`config.mk`:
```
export PLATFORM = sky130hd
export DESIGN_NAME = time_ordered_event_queue_flat
export DESIGN_NICKNAME = d
export VERILOG_FILES = /design/src/rtl/teq_pkg.sv /design/src/rtl/teq_if.sv /design/src/rtl/teq_cell.sv /design/src/rtl/time_ordered_event_queue.sv /design/src/flat_wrapper.sv
export SDC_FILE = /design/constraint.sdc
export NUM_CORES = 2
export LEC_CHECK = 0
export ABC_AREA = 1
export BUFFER_PORTS_ARGS = -buffer_cell sky130_fd_sc_hd__buf_2
export CORE_UTILIZATION = 55
export DETAILED_ROUTE_END_ITERATION = 16
export GPL_ROUTABILITY_DRIVEN = 0
export PLACE_DENSITY = 0.72
export SLEW_MARGIN = 0
export SYNTH_ARGS = -nofsm -noshare
export SYNTH_HDL_FRONTEND = slang
export SYNTH_HIERARCHICAL = 1
export SYNTH_SLANG_ARGS = --single-unit
```
`constraint.sdc`:
```
create_clock -name clk -period 4.75 [get_ports clk]
set_clock_uncertainty 0.2 [all_clocks]
set_input_delay 0.2375 -clock clk [delete_from_list [all_inputs] [get_ports clk]]
set_output_delay 0.2375 -clock clk [all_outputs]
set_load 0.005 [all_outputs]
```
`src/rtl/teq_pkg.sv`:
```
package teq_pkg;

  localparam int DEPTH_DEF     = 16;
  localparam int TIME_BITS_DEF = 32;
  localparam int CNT_BITS_DEF  = $clog2(DEPTH_DEF + 1);
  localparam int REF_BITS      = 16;
  localparam int ARG_BITS      = 16;

  typedef enum logic {
    CMD_PUSH = 1'b0,
    CMD_POP  = 1'b1
  } cmd_t;

  // Per-cycle command broadcast to every cell of the row
  typedef struct packed {
    logic push;
    logic pop;
  } cell_ctrl_t;

endpackage

```
`src/rtl/teq_if.sv`:
```
interface teq_in_if #(
  parameter int TIME_BITS = teq_pkg::TIME_BITS_DEF
);
  logic                          valid;
  logic                          ready;
  teq_pkg::cmd_t                 cmd;
  logic [TIME_BITS-1:0]          event_time;
  logic [teq_pkg::REF_BITS-1:0]  event_ref;
  logic [teq_pkg::ARG_BITS-1:0]  event_arg;

  modport source (output valid, cmd, event_time, event_ref, event_arg, input ready);
  modport sink   (input valid, cmd, event_time, event_ref, event_arg, output ready);
endinterface

interface teq_out_if #(
  parameter int TIME_BITS = teq_pkg::TIME_BITS_DEF,
  parameter int CNT_BITS  = teq_pkg::CNT_BITS_DEF
);
  logic                          valid;
  logic                          ready;
  logic                          front_valid;
  logic [TIME_BITS-1:0]          front_time;
  logic [teq_pkg::REF_BITS-1:0]  front_ref;
  logic [teq_pkg::ARG_BITS-1:0]  front_arg;
  logic [CNT_BITS-1:0]           entry_count;
  logic                          push_dropped;

  modport source (output valid, front_valid, front_time, front_ref, front_arg,
                  entry_count, push_dropped, input ready);
  modport sink   (input valid, front_valid, front_time, front_ref, front_arg,
                  entry_count, push_dropped, output ready);
endinterface

```
`src/rtl/teq_cell.sv`:
```
module teq_cell #(
  parameter int TIME_BITS = teq_pkg::TIME_BITS_DEF
) (
  input  logic                         clk,
  input  logic                         rst_n,
  input  teq_pkg::cell_ctrl_t          ctrl,
  input  logic [TIME_BITS-1:0]         new_time,
  input  logic [teq_pkg::REF_BITS-1:0] new_ref,
  input  logic [teq_pkg::ARG_BITS-1:0] new_arg,
  input  logic                         prev_gt,
  input  logic                         prev_valid,
  input  logic [TIME_BITS-1:0]         prev_time,
  input  logic [teq_pkg::REF_BITS-1:0] prev_ref,
  input  logic [teq_pkg::ARG_BITS-1:0] prev_arg,
  input  logic                         next_valid,
  input  logic [TIME_BITS-1:0]         next_time,
  input  logic [teq_pkg::REF_BITS-1:0] next_ref,
  input  logic [teq_pkg::ARG_BITS-1:0] next_arg,
  output logic                         gt,
  output logic                         valid,
  output logic [TIME_BITS-1:0]         time_q,
  output logic [teq_pkg::REF_BITS-1:0] ref_q,
  output logic [teq_pkg::ARG_BITS-1:0] arg_q
);

  logic                         valid_r, valid_nxt;
  logic [TIME_BITS-1:0]         time_r, time_nxt;
  logic [teq_pkg::REF_BITS-1:0] ref_r, ref_nxt;
  logic [teq_pkg::ARG_BITS-1:0] arg_r, arg_nxt;

  // empty cells count as later than anything, keeping gt monotone along the row
  assign gt = !valid_r || (time_r > new_time);

  always_comb begin
    valid_nxt = valid_r;
    time_nxt  = time_r;
    ref_nxt   = ref_r;
    arg_nxt   = arg_r;
    if (ctrl.pop) begin
      valid_nxt = next_valid;
      time_nxt  = next_time;
      ref_nxt   = next_ref;
      arg_nxt   = next_arg;
    end else if (ctrl.push && gt) begin
      if (prev_gt) begin
        valid_nxt = prev_valid;
        time_nxt  = prev_time;
        ref_nxt   = prev_ref;
        arg_nxt   = prev_arg;
      end else begin
        valid_nxt = 1'b1;
        time_nxt  = new_time;
        ref_nxt   = new_ref;
        arg_nxt   = new_arg;
      end
    end
  end

  always_ff @(posedge clk) begin
    if (!rst_n) begin
      valid_r <= 1'b0;
    end else begin
      valid_r <= valid_nxt;
    end
  end

  always_ff @(posedge clk) begin
    time_r <= time_nxt;
    ref_r  <= ref_nxt;
    arg_r  <= arg_nxt;
  end

  assign valid  = valid_r;
  assign time_q = time_r;
  assign ref_q  = ref_r;
  assign arg_q  = arg_r;

endmodule

```
`src/rtl/time_ordered_event_queue.sv`:
```
// Time-ordered event queue. Holds up to DEPTH events sorted by ascending time
// in a row of cells; a push slots in behind every entry with an equal or
// earlier time, a pop takes the front. Each item on in_ch (cmd = push or pop)
// gives exactly one item on out_ch with the new front entry, its valid flag,
// the entry count and a flag set when a push met a full queue (that push is
// lost). Fronts read as zero when empty; a pop on an empty queue is a no-op.
// Rate: one item per clock. Every cell compares its own time against the
// pushed time and shifts in the same cycle, so the row itself never stalls;
// only back-pressure on the output register holds the input off. The result is
// registered and appears in the cycle after accept.
module time_ordered_event_queue #(
  parameter int DEPTH     = teq_pkg::DEPTH_DEF,
  parameter int TIME_BITS = teq_pkg::TIME_BITS_DEF,
  parameter int CNT_BITS  = $clog2(DEPTH + 1)
) (
  input logic       clk,
  input logic       rst_n,
  teq_in_if.sink    in_ch,
  teq_out_if.source out_ch
);

  localparam int RB = teq_pkg::REF_BITS;
  localparam int AB = teq_pkg::ARG_BITS;

  // Cell row. Index DEPTH is a phantom empty cell past the tail; gt[0] is the
  // phantom "not greater" ahead of the head, so cell 0 takes the new item when its gt is set.
  logic                 c_valid [0:DEPTH];
  logic [TIME_BITS-1:0] c_time  [0:DEPTH];
  logic [RB-1:0]        c_ref   [0:DEPTH];
  logic [AB-1:0]        c_arg   [0:DEPTH];
  logic                 c_gt    [0:DEPTH];

  teq_pkg::cell_ctrl_t  ctrl;

  logic [CNT_BITS-1:0]  count_r, count_nxt;
  logic                 full;
  logic                 accept;
  logic                 is_push;

  // output register
  logic                 out_valid_r, out_valid_nxt;
  logic                 fv_r, fv_nxt;
  logic [TIME_BITS-1:0] ft_r, ft_nxt;
  logic [RB-1:0]        fr_r, fr_nxt;
  logic [AB-1:0]        fa_r, fa_nxt;
  logic [CNT_BITS-1:0]  cnt_out_r;
  logic                 drop_r, drop_nxt;

  assign c_gt[0]       = 1'b0;
  assign c_valid[DEPTH] = 1'b0;
  assign c_time[DEPTH]  = '0;
  assign c_ref[DEPTH]   = '0;
  assign c_arg[DEPTH]   = '0;

  for (genvar i = 0; i < DEPTH; i++) begin : g_cell
    localparam int P = (i == 0) ? 0 : i - 1;
    teq_cell #(
      .TIME_BITS(TIME_BITS)
    ) u_cell (
      .clk       (clk),
      .rst_n     (rst_n),
      .ctrl      (ctrl),
      .new_time  (in_ch.event_time),
      .new_ref   (in_ch.event_ref),
      .new_arg   (in_ch.event_arg),
      .prev_gt   (c_gt[i]),
      .prev_valid(c_valid[P]),
      .prev_time (c_time[P]),
      .prev_ref  (c_ref[P]),
      .prev_arg  (c_arg[P]),
      .next_valid(c_valid[i+1]),
      .next_time (c_time[i+1]),
      .next_ref  (c_ref[i+1]),
      .next_arg  (c_arg[i+1]),
      .gt        (c_gt[i+1]),
      .valid     (c_valid[i]),
      .time_q    (c_time[i]),
      .ref_q     (c_ref[i]),
      .arg_q     (c_arg[i])
    );
  end

  // take a new item whenever the result slot is free or being emptied
  assign in_ch.ready = !out_valid_r || out_ch.ready;
  assign accept      = in_ch.valid && in_ch.ready;
  assign is_push     = (in_ch.cmd == teq_pkg::CMD_PUSH);
  assign full        = (count_r == CNT_BITS'(DEPTH));

  assign ctrl.push = accept && is_push && !full;
  assign ctrl.pop  = accept && !is_push && (count_r != '0);

  always_comb begin
    count_nxt = count_r;
    if (ctrl.push) begin
      count_nxt = count_r + CNT_BITS'(1);
    end else if (ctrl.pop) begin
      count_nxt = count_r - CNT_BITS'(1);
    end
  end

  // Front after this item: a pop brings cell 1 forward, a push lands in cell 0
  // only when cell 0 is later than the new time (or empty).
  always_comb begin
    ft_nxt = c_time[0];
    fr_nxt = c_ref[0];
    fa_nxt = c_arg[0];
    if (ctrl.pop) begin
      ft_nxt = c_time[1];
      fr_nxt = c_ref[1];
      fa_nxt = c_arg[1];
    end else if (ctrl.push && c_gt[1]) begin
      ft_nxt = in_ch.event_time;
      fr_nxt = in_ch.event_ref;
      fa_nxt = in_ch.event_arg;
    end
    fv_nxt = (count_nxt != '0);
    if (!fv_nxt) begin
      ft_nxt = '0;
      fr_nxt = '0;
      fa_nxt = '0;
    end
    drop_nxt      = accept && is_push && full;
    out_valid_nxt = accept || (out_valid_r && !out_ch.ready);
  end

  always_ff @(posedge clk) begin
    if (!rst_n) begin
      count_r     <= '0;
      out_valid_r <= 1'b0;
    end else begin
      count_r     <= count_nxt;
      out_valid_r <= out_valid_nxt;
    end
  end

  always_ff @(posedge clk) begin
    if (accept) begin
      fv_r      <= fv_nxt;
      ft_r      <= ft_nxt;
      fr_r      <= fr_nxt;
      fa_r      <= fa_nxt;
      cnt_out_r <= count_nxt;
      drop_r    <= drop_nxt;
    end
  end

  assign out_ch.valid        = out_valid_r;
  assign out_ch.front_valid  = fv_r;
  assign out_ch.front_time   = ft_r;
  assign out_ch.front_ref    = fr_r;
  assign out_ch.front_arg    = fa_r;
  assign out_ch.entry_count  = cnt_out_r;
  assign out_ch.push_dropped = drop_r;

  // count never runs past the row
  a_count_bound: assert property (@(posedge clk) disable iff (!rst_n)
    count_r <= CNT_BITS'(DEPTH))
    else $error("entry count beyond depth");

  // head cell occupancy tracks the count
  a_head_valid: assert property (@(posedge clk) disable iff (!rst_n)
    c_valid[0] == (count_r != '0))
    else $error("head cell valid disagrees with count");

  // tail cell occupancy tracks a full queue
  a_tail_valid: assert property (@(posedge clk) disable iff (!rst_n)
    c_valid[DEPTH-1] == full)
    else $error("tail cell valid disagrees with full");

  // a dropped push leaves the queue full and unchanged in size
  a_drop_keeps: assert property (@(posedge clk) disable iff (!rst_n)
    (accept && is_push && full) |=> (count_r == CNT_BITS'(DEPTH)))
    else $error("dropped push changed the count");

endmodule

```
`src/flat_wrapper.sv`:
```
// flat-port wrapper written by rule: the top's interface ports become plain ports
module time_ordered_event_queue_flat 
#(
  parameter int DEPTH     = teq_pkg::DEPTH_DEF,
  parameter int TIME_BITS = teq_pkg::TIME_BITS_DEF,
  parameter int CNT_BITS  = $clog2(DEPTH + 1)
)
  (clk, rst_n, in_ch_valid, in_ch_cmd, in_ch_event_time, in_ch_event_ref, in_ch_event_arg, in_ch_ready, out_ch_valid, out_ch_front_valid, out_ch_front_time, out_ch_front_ref, out_ch_front_arg, out_ch_entry_count, out_ch_push_dropped, out_ch_ready);
  teq_in_if #(.TIME_BITS(TIME_BITS)) in_ch_i ();
  teq_out_if #(.TIME_BITS(TIME_BITS), .CNT_BITS(CNT_BITS)) out_ch_i ();
  input logic clk;
  input logic rst_n;
  input wire logic [$bits(in_ch_i.valid)-1:0] in_ch_valid;
  input wire logic [$bits(in_ch_i.cmd)-1:0] in_ch_cmd;
  input wire logic [$bits(in_ch_i.event_time)-1:0] in_ch_event_time;
  input wire logic [$bits(in_ch_i.event_ref)-1:0] in_ch_event_ref;
  input wire logic [$bits(in_ch_i.event_arg)-1:0] in_ch_event_arg;
  output wire logic [$bits(in_ch_i.ready)-1:0] in_ch_ready;
  output wire logic [$bits(out_ch_i.valid)-1:0] out_ch_valid;
  output wire logic [$bits(out_ch_i.front_valid)-1:0] out_ch_front_valid;
  output wire logic [$bits(out_ch_i.front_time)-1:0] out_ch_front_time;
  output wire logic [$bits(out_ch_i.front_ref)-1:0] out_ch_front_ref;
  output wire logic [$bits(out_ch_i.front_arg)-1:0] out_ch_front_arg;
  output wire logic [$bits(out_ch_i.entry_count)-1:0] out_ch_entry_count;
  output wire logic [$bits(out_ch_i.push_dropped)-1:0] out_ch_push_dropped;
  input wire logic [$bits(out_ch_i.ready)-1:0] out_ch_ready;
  assign in_ch_i.valid = in_ch_valid;
  assign in_ch_i.cmd = in_ch_cmd;
  assign in_ch_i.event_time = in_ch_event_time;
  assign in_ch_i.event_ref = in_ch_event_ref;
  assign in_ch_i.event_arg = in_ch_event_arg;
  assign in_ch_ready = in_ch_i.ready;
  assign out_ch_valid = out_ch_i.valid;
  assign out_ch_front_valid = out_ch_i.front_valid;
  assign out_ch_front_time = out_ch_i.front_time;
  assign out_ch_front_ref = out_ch_i.front_ref;
  assign out_ch_front_arg = out_ch_i.front_arg;
  assign out_ch_entry_count = out_ch_i.entry_count;
  assign out_ch_push_dropped = out_ch_i.push_dropped;
  assign out_ch_i.ready = out_ch_ready;
  time_ordered_event_queue #(.DEPTH(DEPTH), .TIME_BITS(TIME_BITS), .CNT_BITS(CNT_BITS)) u_core (.clk(clk), .rst_n(rst_n), .in_ch(in_ch_i), .out_ch(out_ch_i));
endmodule
```
=== Yosys cells after proc, flatten, opt, wreduce, memory -nomap -nowiden ===
Index checks and enable logic that the tools add are counted.

* Add/sub/neg operators: 2
* $mul: 0
* Divide/modulo/power cells: 0
* $lt $le $gt $ge: 16
* Eq/ne operators: 1
* Shifts and indexed selects: 0
* Multiplexer cells: 182
* Bitwise operators: 2
* Reductions and logical operators: 78

{| class="wikitable"
|+ Operators with widths
! cell !! number
|-
| $mux 16 || 90
|-
| $mux 32 || 45
|-
| $gt 32x32->1 || 16
|-
| $mux 1 || 45
|-
| $reduce_bool 2->1 || 15
|-
| $logic_and 1x1->1 || 23
|-
| $logic_not 1->1 || 19
|-
| $logic_or 1x1->1 || 18
|-
| $mux 5 || 2
|-
| $reduce_bool 5->1 || 2
|-
| $add 5x1->5 const B || 1
|-
| $eq 5x5->1 const B || 1
|-
| $sub 5x1->5 const B || 1
|-
| $not 1->1 || 2
|-
| $reduce_or 2->1 || 1
|}

* Flip-flop bits (word level): 1117
* Bits in latches: 0
* RAM bits: 0
* Memory bits (read-only): 0
* Input port bits: 69
* Output and inout port bits: 73
* Memories: 0

=== Longest topological paths before layout ===
* Depth in word-level cells: 8
* Mapped depth: 23
* Depth with buffers taken out: 21

=== Cells and area by module ===
Netlist, hierarchy kept.

{| class="wikitable"
|+ Modules (own cells, without submodules)
! module !! instances !! cells each !! area each (um^2) !! sequential area each (um^2)
|-
| teq_cell at u_core.g_cell[0].u_cell ... || 14 || 474 || 4139.0 || 1941.9
|-
| teq_cell at u_core.g_cell[8].u_cell ... || 2 || 475 || 4171.5 || 1941.9
|-
| time_ordered_event_queue || 1 || 523 || 4321.6 || 2252.2
|}

=== Worst setup path after synthesis ===
No wires, ideal clock.

* Path type: flip-flop to flip-flop
* Start point: reg u_core.out_valid_r (netlist: u_core/out_ch.valid)
* End point: reg u_core.g_cell[0].u_cell.arg_r, in the netlist u_core/g_cell[0].u_cell/arg_q[0], enable pin
* Setup time: 0.395 ns
* Arrival time: 4.111 ns
* Required time: 4.155 ns
* Path slack: 0.044 ns
* Stages on the path, launching flop included: 8
* Clock period less this slack: 4.706 ns
* Cells stage by stage: dfxtp_1 > nand2_2 > nand2_1 > inv_1 > nand2_1 > nor2_2 > nand2_2 > nand2_2

{| class="wikitable"
|+ RTL lines
! element !! line !! source
|-
| start: declaration || time_ordered_event_queue.sv:41 || <nowiki>logic out_valid_r, out_valid_nxt;</nowiki>
|-
| start signal: assignment || time_ordered_event_queue.sv:132 || <nowiki>out_valid_r <= out_valid_nxt;</nowiki>
|-
| end signal: assignment || teq_cell.sv:70 || <nowiki>arg_r <= arg_nxt;</nowiki>
|-
| end: declaration || teq_cell.sv:29 || <nowiki>logic [teq_pkg::ARG_BITS-1:0] arg_r, arg_nxt;</nowiki>
|}

==> impl_metrics.py <==
metrics = {
    "synth": {
        "synthAdderAreaFrac": 0.0911,
        "synth_common_cells": "1726 x nand2_1, 1315 x a21oi_1, 1095 x edfxtp_1, 856 x nor2_1, 641 x inv_1",
        "synth-compound-area-share": 0.214,
        "yosysUniqueCellTypes": 34,
        "netlist_top_cells_area": "edfxtp_1 47%, a21oi_1 9.3%, nand2_1 9.2%",
        "synth_top_family_by_area": "compound AO/OA/AOI/OAI gates",
        "ys_ff_latch": 1117,
        "synth-edff-count": 1095,
        "synth_simple_gate_area_frac": 0.154,
        "yosysWarnings": 6,
        "synth_flop_cell": "edfxtp_1",
        "synth_most_common_cell": "nand2_1",
        "ys_async_sr_fraction": 0,
        "synth.largest_area_cell": "edfxtp_1",
        "yosysTopAreaCellShare": 0.466,
        "synth_mux_area_frac": 0,
        "syn_area_mm2": 0.0706,
        "netlist_instances": 8109,
        "seq_area_frac_synth": 0.472,
        "synth_xor_area_frac": 0.000372,
        "syn_area_per_cell_um2": 8.71,
    },
    "min_path": {
        "hold_class": "primary input to flop",
    },
    "clock_tree": {
        "clk_pin_slew_ps": 60,
        "cts_tree": "built",
        "cts-htree-levels": 3,
        "clk-insertion-delay-late_ps": 760,
        "cts_buffers": 120,
        "cts_sinks": 1117,
        "root_buffer": "clkbuf_16",
        "clock_path_buffers": 3,
    },
    "detailed_routing": {
        "route.met3.wl_um": 16400,
        "vias_per_cell": 5.94,
        "dr_wl_met2_um": 77100,
        "ant_nets": 0,
        "routedWlPerCell_um": 18.6,
        "drt_wl_total_um": 184000,
        "drt_iter0_drc": 7207,
        "num_vias": 58758,
        "m1WireLength_um": 87400,
        "drc": 0,
        "firstDrtPassIters": 8,
        "dr.max_layer_used": "met4",
    },
    "worst_setup_path": {
        "r2r_end": "u_core/g_cell[6].u_cell/time_q[10]$_DFFE_PP_",
        "critPathMostFrequentCell": "nand2_1",
        "slowest_stage": "dlygate4sd3_1",
        "worstSetupPathType": "primary input to flop",
        "path_cells": "dlygate4sd3_1, buf_2, inv_1, ha_1, nand2_1, inv_1, nand3_1, nor2_1, nand2_1, nand2_1, nand2_1, nand2_1, nand2_1, nand2_2, buf_4, inv_2, nor2_1, nor2_1, a21oi_1, a21oi_2",
        "critPathRequiredTime_ps": 5160,
        "cp-end-kind": "flop",
        "cp_max_fo": 47,
        "reg2regPathDepth": 10,
        "critPathMaxStageDelay_ps": 520,
        "critPathArrivalTime_ps": 4010,
        "worstSetupStartpoint": "in_ch_event_time[15]",
        "worstSetupEndpoint": "u_core/g_cell[10].u_cell/valid$_SDFFE_PN0P_",
        "cp-start-kind": "primary input",
        "timing.rr.start": "u_core/count_r[0]$_SDFF_PN0_",
        "rrSetupSlack_ps": 1280,
    },
    "die": {
        "placementRows": 131,
        "dieWidth_um": 360,
        "die-area_mm2": 0.130,
        "die_h_um": 360,
        "io_pins": 142,
        "core_mm2": 0.128,
        "start_util": 0.554,
    },
    "flow_run": {
        "cap_violations": 0,
    },
    "placed_design": {
        "dp_cells": 9601,
        "dp_slack_ps": 945,
        "place_area_mm2": 0.0725,
        "portBuffers": 141,
        "dp.final_hpwl_um": 130000,
    },
    "timing": {
        "finalSetupTns_ps": 0,
        "period_needed_ps": 3600,
        "fin_crit_sh": 0.758,
        "hold_violations": 0,
        "maxSlewHeadroom": 0.186,
        "rsz0062_at_grt": "no",
        "fin_ws_ps": 1150,
        "setup_viol": 0,
        "fmax_mhz": 278,
        "tightest_slew_ps": 1220,
        "slew_violations": 0,
    },
    "layout": {
        "fin_util": 0.603,
        "diodes": 0,
        "fin_nets": 8709,
        "layout.cells.non_filler": 9889,
        "syn_to_final_growth_pct": 8.83,
        "layout-drive-gt1-share": 0.0682,
        "finalInstanceArea_mm2": 0.0768,
    },
    "power_and_ir_drop": {
        "p_leak_nw": 31.8,
        "ir_drop_v": 0.000301,
        "power.density_mw_per_mm2": 388,
    },
    "global_routing": {
        "antenna_found_initial": 0,
        "grt_start_max_net_pins": 236,
        "track_usage": 0.274,
        "grt_overflow": 0,
        "grt_pass1_wl_um": 294000,
        "grt_pass1_vias": 54426,
    },
    "outcome": {
        "status": "complete, no violations",
    },
}
## metrics by stage
stage / hold slack (ps) / total power [W]
final: 65.1 / 0.0298
after global placement: 298 / 0.0204
after CTS: 3.09 / 0.0299
after detailed placement: 307 / 0.0207
after global routing: 82.3 / 0.0313
after floorplan: 171 / 0.0187
## layer usage
layer  track usage  vias to the layer above
li1              -                    28216
met1         0.433                    27604
met2         0.397                     2719
met3        0.0325                      219
met4        0.0682                        0
met5             0                        -
## final cells by class
class,instances,area (µm²)
clock buffers,150,3140
clock inverters,73,596
fillers,10920,50700
inverters,714,2680
multi-input cells,5872,32800
flip-flops and latches,1117,33300
well taps,1662,2080
repair buffers,301,2260
## cell usage in the layout, fill, tap and decap left out, types with 3 or more instances in the layout
cell	netlist	layout
nand2_1	1726	1725
a21oi_1	1315	1315
edfxtp_1	1095	1095
nor2_1	856	854
inv_1	641	637
ha_1	514	514
o21a_1	480	480
o211ai_1	464	464
buf_2	136	141
o21ai_0	124	124
clkbuf_16	0	120
nand3_1	108	108
buf_4	2	80
conb_1	1	69
dlygate4sd3_1	0	65
inv_2	57	60
clkinv_1	16	46
nand2_2	53	46
o21ai_1	37	37
nand4_1	32	32
a21o_1	32	32
a21oi_2	30	30
clkinv_2	0	29
clkbuf_1	220	28
dfxtp_1	22	22
o31ai_1	16	16
buf_12	0	15
nand2_4	0	8
bufinv_16	0	7
nor2_4	3	7
inv_16	0	3
## state kept, by name (all words and copies together) (netlist names)
register / flops
u_core/out_ch.push_dropped: 1
u_core/g_cell.u_cell/ref_q: 256
u_core/out_ch.front_valid: 1
u_core/out_ch.valid: 1
u_core/g_cell.u_cell/valid: 16
u_core/out_ch.front_time: 32
u_core/g_cell.u_cell/time_q: 512
u_core/out_ch.front_arg: 16
u_core/count_r: 5
u_core/out_ch.entry_count: 5
u_core/g_cell.u_cell/arg_q: 256
u_core/out_ch.front_ref: 16
## how the worst min path moves through the flow
stage | from | to | slack [ps] | cells after the start
after floorplan | in_ch_valid | u_core/out_ch.valid$_SDFF_PN0_ | 170 | 2
after global placement | u_core/out_ch.valid$_SDFF_PN0_ | u_core/out_ch.valid$_SDFF_PN0_ | 300 | 2
after detailed placement | u_core/out_ch.valid$_SDFF_PN0_ | u_core/out_ch.valid$_SDFF_PN0_ | 310 | 2
after CTS | in_ch_event_time[7] | u_core/g_cell[12].u_cell/time_q[7]$_DFFE_PP_ | 3 | 4
after global routing | in_ch_event_time[26] | u_core/g_cell[0].u_cell/time_q[26]$_DFFE_PP_ | 80 | 4
final | in_ch_event_time[14] | u_core/g_cell[15].u_cell/time_q[14]$_DFFE_PP_ | 70 | 4
## cells by family (layout without fill, tap and decap cells)
logic type | count (synthesis) | in the layout
and+or+nand+nor | 2788 | 2788
AOI/OAI and AO/OA | 2498 | 2498
buffers and inverters | 1188 | 1238
DFF | 1117 | 1117
adders and majority gates | 514 | 514
xor gates and xnor gates | 3 | 3
other | 1 | 69
## power by group
part	switching (W)	internal, W
sequential	0.000991	0.0128
combinational	0.00427	0.00265
clock	0.00405	0.00505
total	0.00932	0.0205
## critical path: cells and delay by family
| kind | cells | cell delay [ps] |
|---|---|---|
| compound gates | 2 | 230 |
| fa+ha+maj | 1 | 330 |
| simple gates | 11 | 1200 |
| buf+inv | 6 | 1980 |
## repair_timing
item | 4_1_cts | 5_1_grt
buffers inserted | 0 | 0
resized for setup | 0 | 0
hold endpoints to repair | 695 | 0
hold buffers | 65 | 0
endpoints found under the setup margin | 0 | 0
(Power assumes the default switching activity.)
